`src/hw/rtl/m61mp_pkg.sv`:
```
// Shared types, constants and the fold function for the modular power block.
package m61mp_pkg;

  localparam int WORD_W = 64;
  localparam int RES_W  = 61;
  localparam int HALF_W = 31;
  localparam int PROD_W = 2 * HALF_W;

  // The Mersenne prime 2^61 - 1.
  localparam logic [RES_W-1:0] PRIME = {RES_W{1'b1}};

  typedef enum logic [2:0] {
    ST_IDLE,
    ST_CHECK,
    ST_ACC_WAIT,
    ST_SQ_WAIT,
    ST_DONE
  } state_t;

  // Fold any 64-bit value below the prime, using 2^61 == 1.
  function automatic logic [RES_W-1:0] fold64(input logic [WORD_W-1:0] v);
    logic [RES_W:0] s;
    s = {{(RES_W-2){1'b0}}, v[WORD_W-1:RES_W]} + {1'b0, v[RES_W-1:0]};
    if (s >= {1'b0, PRIME}) begin
      s = s - {1'b0, PRIME};
    end
    return s[RES_W-1:0];
  endfunction

endpackage

```
`src/hw/rtl/m61mp_mulmod.sv`:
```
// Iterative modular multiplier: one 31x31 multiplier over four partial products.
module m61mp_mulmod import m61mp_pkg::*; (
  input  logic             clk,
  input  logic             rst,
  input  logic             start,
  input  logic [RES_W-1:0] a,
  input  logic [RES_W-1:0] b,
  output logic             done,
  output logic [RES_W-1:0] product
);

  localparam logic [2:0] STEP_ISSUE_END = 3'd4;
  localparam logic [2:0] STEP_FOLD      = 3'd5;

  localparam logic [1:0] KIND_LOW  = 2'd0;
  localparam logic [1:0] KIND_HIGH = 2'd1;
  localparam logic [1:0] KIND_MIDA = 2'd2;
  localparam logic [1:0] KIND_MIDB = 2'd3;

  logic              busy;
  logic [2:0]        step;
  logic [RES_W-1:0]  opa;
  logic [RES_W-1:0]  opb;
  logic [PROD_W-1:0] prod;
  logic [1:0]        prod_kind;
  logic [WORD_W-1:0] sum;

  logic [HALF_W-1:0] mul_x;
  logic [HALF_W-1:0] mul_y;
  logic [PROD_W-1:0] mul_full;
  logic [WORD_W-1:0] weighted;

  // Pick the operand halves for the partial product of this step.
  always_comb begin
    unique case (step[1:0])
      KIND_LOW: begin
        mul_x = opa[HALF_W-1:0];
        mul_y = opb[HALF_W-1:0];
      end
      KIND_HIGH: begin
        mul_x = {1'b0, opa[RES_W-1:HALF_W]};
        mul_y = {1'b0, opb[RES_W-1:HALF_W]};
      end
      KIND_MIDA: begin
        mul_x = {1'b0, opa[RES_W-1:HALF_W]};
        mul_y = opb[HALF_W-1:0];
      end
      KIND_MIDB: begin
        mul_x = opa[HALF_W-1:0];
        mul_y = {1'b0, opb[RES_W-1:HALF_W]};
      end
    endcase
  end

  assign mul_full = {{HALF_W{1'b0}}, mul_x} * {{HALF_W{1'b0}}, mul_y};

  // Weight the registered product: 2^62 == 2 and 2^61 == 1 modulo the prime.
  always_comb begin
    unique case (prod_kind)
      KIND_LOW:  weighted = {2'b00, prod};
      KIND_HIGH: weighted = {1'b0, prod, 1'b0};
      KIND_MIDA, KIND_MIDB: begin
        weighted = {32'd0, prod[PROD_W-1:30]} + {3'd0, prod[29:0], 31'd0};
      end
    endcase
  end

  // Sequencer control.
  always_ff @(posedge clk) begin
    if (rst) begin
      busy <= 1'b0;
      step <= 3'd0;
      done <= 1'b0;
    end else begin
      done <= 1'b0;
      if (start) begin
        busy <= 1'b1;
        step <= 3'd0;
      end else if (busy) begin
        if (step == STEP_FOLD) begin
          busy <= 1'b0;
          done <= 1'b1;
        end else begin
          step <= step + 3'd1;
        end
      end
    end
  end

  // Datapath: issue a product, accumulate the previous one, fold at the end.
  always_ff @(posedge clk) begin
    if (start) begin
      opa <= a;
      opb <= b;
      sum <= '0;
    end else if (busy) begin
      if (step < STEP_ISSUE_END) begin
        prod      <= mul_full;
        prod_kind <= step[1:0];
      end
      if (step != 3'd0 && step <= STEP_ISSUE_END) begin
        sum <= sum + weighted;
      end
      if (step == STEP_FOLD) begin
        product <= fold64(sum);
      end
    end
  end

endmodule

```
`src/hw/rtl/mersenne61_modular_power.sv`:
```
// Top level: square-and-multiply exponentiation modulo 2^61 - 1.
//
// An item on the input channel carries a 64-bit base and a 64-bit exponent;
// the output channel returns one 61-bit result, base^exponent mod 2^61 - 1.
// Both channels use valid and ready. The block takes one item at a time:
// in_ready is high only while no item is in work or waiting to be taken.
// The exponent is scanned from its least significant bit. Each modular
// multiply runs on one shared unit with a single 31x31 multiplier: four
// partial products, one last add, one fold and one handoff. A zero
// exponent gives 1.
// The result is held in a register; if the receiver stalls, out_valid and
// power_result stay put until out_ready, and no new item is taken meanwhile.
// A synchronous reset returns the block to idle and drops any item in work.
module mersenne61_modular_power import m61mp_pkg::*; (
  input  logic              clk,
  input  logic              rst,
  input  logic              in_valid,
  output logic              in_ready,
  input  logic [WORD_W-1:0] base_value,
  input  logic [WORD_W-1:0] exponent_value,
  output logic              out_valid,
  input  logic              out_ready,
  output logic [RES_W-1:0]  power_result
);

  state_t            state;
  state_t            state_next;
  logic [RES_W-1:0]  acc;
  logic [RES_W-1:0]  sq;
  logic [WORD_W-1:0] e;

  logic              mul_start;
  logic [RES_W-1:0]  mul_a;
  logic [RES_W-1:0]  mul_b;
  logic              mul_done;
  logic [RES_W-1:0]  mul_product;

  m61mp_mulmod u_mulmod (
    .clk     (clk),
    .rst     (rst),
    .start   (mul_start),
    .a       (mul_a),
    .b       (mul_b),
    .done    (mul_done),
    .product (mul_product)
  );

  // State register.
  always_ff @(posedge clk) begin
    if (rst) begin
      state <= ST_IDLE;
    end else begin
      state <= state_next;
    end
  end

  // Next state and multiplier requests.
  always_comb begin
    state_next = state;
    mul_start  = 1'b0;
    mul_a      = sq;
    mul_b      = sq;
    unique case (state)
      ST_IDLE: begin
        if (in_valid) begin
          state_next = ST_CHECK;
        end
      end
      ST_CHECK: begin
        if (e == '0) begin
          state_next = ST_DONE;
        end else if (e[0]) begin
          mul_start  = 1'b1;
          mul_a      = acc;
          state_next = ST_ACC_WAIT;
        end else begin
          mul_start  = 1'b1;
          state_next = ST_SQ_WAIT;
        end
      end
      ST_ACC_WAIT: begin
        if (mul_done) begin
          mul_start  = 1'b1;
          state_next = ST_SQ_WAIT;
        end
      end
      ST_SQ_WAIT: begin
        if (mul_done) begin
          state_next = ST_CHECK;
        end
      end
      ST_DONE: begin
        if (out_ready) begin
          state_next = ST_IDLE;
        end
      end
      default: state_next = ST_IDLE;
    endcase
  end

  // Working registers: accumulator, running square and remaining exponent.
  always_ff @(posedge clk) begin
    if (state == ST_IDLE && in_valid) begin
      acc <= {{(RES_W-1){1'b0}}, 1'b1};
      sq  <= fold64(base_value);
      e   <= exponent_value;
    end else if (state == ST_ACC_WAIT && mul_done) begin
      acc <= mul_product;
    end else if (state == ST_SQ_WAIT && mul_done) begin
      sq <= mul_product;
      e  <= {1'b0, e[WORD_W-1:1]};
    end
  end

  assign in_ready     = (state == ST_IDLE);
  assign out_valid    = (state == ST_DONE);
  assign power_result = acc;

  // The multiplier reports completion only while the sequencer waits for it.
  assert property (@(posedge clk) disable iff (rst)
    mul_done |-> (state == ST_ACC_WAIT || state == ST_SQ_WAIT))
    else $error("multiplier finished outside a wait state");

  // A result shown on the output is fully reduced.
  assert property (@(posedge clk) disable iff (rst)
    out_valid |-> (power_result != PRIME))
    else $error("result not reduced below the prime");

  // An accepted item goes straight to the exponent check.
  assert property (@(posedge clk) disable iff (rst)
    (in_valid && in_ready) |=> (state == ST_CHECK))
    else $error("accepted item did not start work");

  // A new multiply is never requested while waiting on one still running.
  assert property (@(posedge clk) disable iff (rst)
    (mul_start && (state == ST_ACC_WAIT || state == ST_SQ_WAIT)) |-> mul_done)
    else $error("multiplier restarted before it finished");

endmodule

```
`config.mk`:
```
export PLATFORM = sky130hd
export DESIGN_NAME = mersenne61_modular_power
export DESIGN_NICKNAME = d
export VERILOG_FILES = /design/src/hw/rtl/m61mp_pkg.sv /design/src/hw/rtl/m61mp_mulmod.sv /design/src/hw/rtl/mersenne61_modular_power.sv
export SDC_FILE = /design/constraint.sdc
export NUM_CORES = 2
export LEC_CHECK = 0
export BUFFER_PORTS_ARGS = -buffer_cell sky130_fd_sc_hd__clkbuf_2
export CORE_UTILIZATION = 50
export CTS_BUF_LIST = sky130_fd_sc_hd__clkbuf_2 sky130_fd_sc_hd__clkbuf_4 sky130_fd_sc_hd__clkbuf_8
export DETAILED_ROUTE_END_ITERATION = 6
export PLACE_DENSITY = 0.66
export SYNTH_ARGS = -nofsm -noshare
export SYNTH_HDL_FRONTEND = slang
export SYNTH_HIERARCHICAL = 1
export SYNTH_SLANG_ARGS = --single-unit
```
`constraint.sdc`:
```
create_clock -name clk -period 12.8 [get_ports clk]
set_input_delay 1.28 -clock clk [delete_from_list [all_inputs] [get_ports clk]]
set_output_delay 1.28 -clock clk [all_outputs]
set_load 0.01 [all_outputs]
```
==> results <==
- The remaining routing DRC violations is 0.
- The run finished with clean final reports.
- STA classifies the critical path startpoint as a flop.
- The die width is 347 microns.
- The path with the worst hold slack has its endpoint at u_mulmod/opb[38].
- The share of the cycle needed by the critical path after routing is 80.9%.
- The wire length of the first global-routing pass is 306 mm.
- The synthesized design devotes to its leading area cell type 28.3% of total area.
- Along the worst hold path, the cell count comes to 0.
- The data required time of the critical path is 13.22 ns.
- The endpoint identified for the worst register-to-register timing path is u_mulmod/prod[58].
- The worst-margin pin slew is 1.32 ns.
- The via count is 48,666.
- The slowest library cell on the worst path is sky130_fd_sc_hd__nor2_4.
- The synthesized design spends more area on one cell type than any other, namely sky130_fd_sc_hd__fa_1.
- The count of buffers added on input and output ports is 194.
- The kind of cell adding the most delay to the critical path is adder cells.
- The number of antenna violations at the first check in global routing is 2.
- Yosys instantiated no cell more often than sky130_fd_sc_hd__nand2_1.
- Along the worst path, the maximum fanout reaches 23.
- The critical setup path kind is flop to flop.
- TritonCTS built the clock tree.
- In this run, post-CTS repair resized a total of 0 instances.
- The count of yosys warnings during synthesis is 6.
- The die covers 0.120 sq mm.
- The total setup buffers inserted after CTS is 0.
- The number of nets still failing antenna checks after routing is 0.
- The standard cell core area is 0.118 sq mm.
- By count the netlist is led by sky130_fd_sc_hd__nand2_1, sky130_fd_sc_hd__inv_1, sky130_fd_sc_hd__fa_1, sky130_fd_sc_hd__nor2_1, sky130_fd_sc_hd__edfxtp_1.
- In this run the count of I/O pins placed on the die edge is 195.
- Counting every instance in the synthesized netlist gives 6,553.
- The via density per instance is 5.93.
- The total nets after synthesis is 7,856.
- The max-cap violation count is 0.
- Measured along the y axis, the die boundary spans 347 microns.
- For this run, the leading register cell type out of synthesis is sky130_fd_sc_hd__edfxtp_1.
- Wires add up to 206 mm.
- Routability-driven placement finished with a final weighted congestion of 0.997.
- In this design, the stage delay of the slowest critical-path cell is 0.77 ns.
- After the last flow step, the layout net total stands at 7,897.
- The clock passes through at most 3 buffers.
- The multi-input combinational cells in the finished layout cover a total of 0.0411 sq mm.
- The number of CTS-inserted buffers is 82.
- The HPWL after detailed placement is 160 mm.
- Dividing the synthesized area by the synthesized cell count gives 9.06 sq um.
- Among the stages of the critical path, the cell type that occurs most often is sky130_fd_sc_hd__fa_1.
- The maximum operating frequency is 96.6 MHz.
- The worst register-to-register path has a depth of 32.
- Summing every instance area after synthesis gives 0.0594 sq mm.
- The CTS H-tree depth is 3.
- On the final layout, the worst clock skew is 0.0464 ns.
- The initialized floorplan defines 126 standard-cell rows.
- By area the synthesized netlist is led by sky130_fd_sc_hd__fa_1, sky130_fd_sc_hd__edfxtp_1, sky130_fd_sc_hd__nand2_1.
- The proportion of layout cells with a drive suffix above 1 is 9.73%.
- At the later pin of the worst-skew pair, clock insertion delay measures 0.71 ns.
- For this run, the detailed router's first-pass iteration total came to 6.
- Adding up every negative setup slack in the final design gives 0 ns.
- The via count of the first global-routing pass came to 47,781.
- The number of buffers and inverters on the critical path is 9.
- The final count of pins violating max slew is 0.
- The clock transition time at the flip-flop clock pins of the worst setup and hold paths is 0.06 ns.
- The total global routing track utilization is 34.3%.
- The fill cell instance count of the final layout is 10,890.
- The count of endpoints failing hold in the final timing report was 0.
- The startpoint identified for the worst register-to-register timing path is u_mulmod/step[1].
- After synthesis the netlist holds a flip-flop and latch count of 505.
- The number of DRC markers after the initial detailed-route iteration is 5,264.
- Subtracting the final worst setup slack from the clock period gives 10.35 ns.
- The register-to-register path setup slack is 2.45 ns.
- The total clock sinks is 505.
- Setup repair after global routing left no endpoint under its margin.
- In this run the most critical hold path is launched from mul_b[38].
- The worst min-delay path category is flop to flop.
- The number of hold buffers added after CTS was 0.
- The synthesized netlist contains 86 unique library cells.
- STA classifies the critical path endpoint as a flop.
- At the worst endpoint, the arrival time is 10.77 ns.
- The sequential standard cell area is 0.0138 sq mm.
- The headroom to the max-slew limit is 9.67%.
- In this run, synthesis inferred 372 flip-flops with an integrated enable.
- The maximum number of pins on one net before global-route repair is 152.
- The initial core utilization is 50.4%.
- Compared with the post-synthesis result, the final layout area differs by 7.23%.
- The setup-violating endpoint count in the final report is 0.
- The share of async-settable or async-resettable flops after synthesis is 0%.
- Clock tree synthesis selected as its root buffer the cell sky130_fd_sc_hd__clkbuf_8.
- The routed wire length per instance is 25.1 microns.
- The post-synthesis sequential area ratio is 23.3%.
- After global routing the overflow that remains totals 0.
## routing by layer
layer / wire, microns / global-route usage [%]
met5: 22 / 0
met3: 20300 / 5.95
met2: 91800 / 52.8
met1: 81800 / 46.5
met4: 12200 / 17.7
## cell usage in the layout, fill, tap and decap left out, types with 35 or more instances in the layout
master and instances:
sky130_fd_sc_hd__dfxtp_1 133, sky130_fd_sc_hd__mux2i_1 86, sky130_fd_sc_hd__o21ai_0 146, sky130_fd_sc_hd__xor2_1 92, sky130_fd_sc_hd__a21oi_1 293, sky130_fd_sc_hd__clkbuf_4 35, sky130_fd_sc_hd__clkbuf_2 194, sky130_fd_sc_hd__edfxtp_1 372
sky130_fd_sc_hd__a21o_1 72, sky130_fd_sc_hd__inv_1 934, sky130_fd_sc_hd__nand3_1 98, sky130_fd_sc_hd__nor2_1 689, sky130_fd_sc_hd__nor4_1 57, sky130_fd_sc_hd__ha_1 330, sky130_fd_sc_hd__o31ai_1 42, sky130_fd_sc_hd__mux2_2 122
sky130_fd_sc_hd__buf_4 85, sky130_fd_sc_hd__nand2_1 1131, sky130_fd_sc_hd__xnor2_1 169, sky130_fd_sc_hd__nor3_1 74, sky130_fd_sc_hd__nand4_1 75, sky130_fd_sc_hd__and3_1 43, sky130_fd_sc_hd__clkbuf_8 92, sky130_fd_sc_hd__fa_1 840
## metrics by stage
stage / hold WS, ns / cell area [sq um] / util, % / worst slack [ns] / std cells
2_1_floorplan: 0.422 / 59400 / - / 3.03 / 6553
3_3_place_gp: 0.428 / 62000 / 52.5 / 2.64 / 8046
3_5_place_dp: 0.431 / 62000 / 52.5 / 2.55 / 8046
4_1_cts: 0.432 / 63700 / 54.0 / 2.51 / 8199
5_1_grt: 0.452 / 63700 / 54.0 / 1.97 / 8200
6_report: 0.446 / 63700 / 54.0 / 2.45 / 8200
## worst max path at each step
stage | start | to | slack, ns | depth (start not counted)
floorplan | e[0] | u_mulmod/prod[0] | 3.03 | 9
global placement | u_mulmod/step[1] | u_mulmod/prod[58] | 2.64 | 32
detailed placement | u_mulmod/step[1] | u_mulmod/prod[58] | 2.55 | 32
CTS | u_mulmod/step[1] | u_mulmod/prod[58] | 2.51 | 32
global route | u_mulmod/step[1] | u_mulmod/prod[56] | 1.97 | 31
finish | u_mulmod/step[1] | u_mulmod/prod[58] | 2.45 | 32
## logic make-up after synthesis
logic type	share of synthesized area, %
and+or+nand+nor	17.1
AOI/OAI and AO/OA	8.08
buffers and inverters	8.01
adders and majority gates	35.3
muxes	4.40
xor gates and xnor gates	3.85
DFF	23.3
## flip-flops by register name (all words and copies together) (netlist names), 3 cells and up
name and cells:
e 64, mul_b 61, power_result 61, state 3, u_mulmod/opa 61, u_mulmod/opb 61
u_mulmod/prod 62, u_mulmod/product 61, u_mulmod/step 3, u_mulmod/sum 64
## area by class of cell
cell class | count | area share, %
inverters | 934 | 5.51
clock buffers | 127 | 2.40
flip-flops and latches | 505 | 21.7
multi-input cells | 4791 | 64.5
well taps | 1536 | 3.02
repair buffers | 280 | 2.56
clock inverters | 26 | 0.293
diodes | 1 | 0.00393
Power is not shown: default switching activity piles up to over one toggle a cycle in this logic, so the estimate is an artifact.
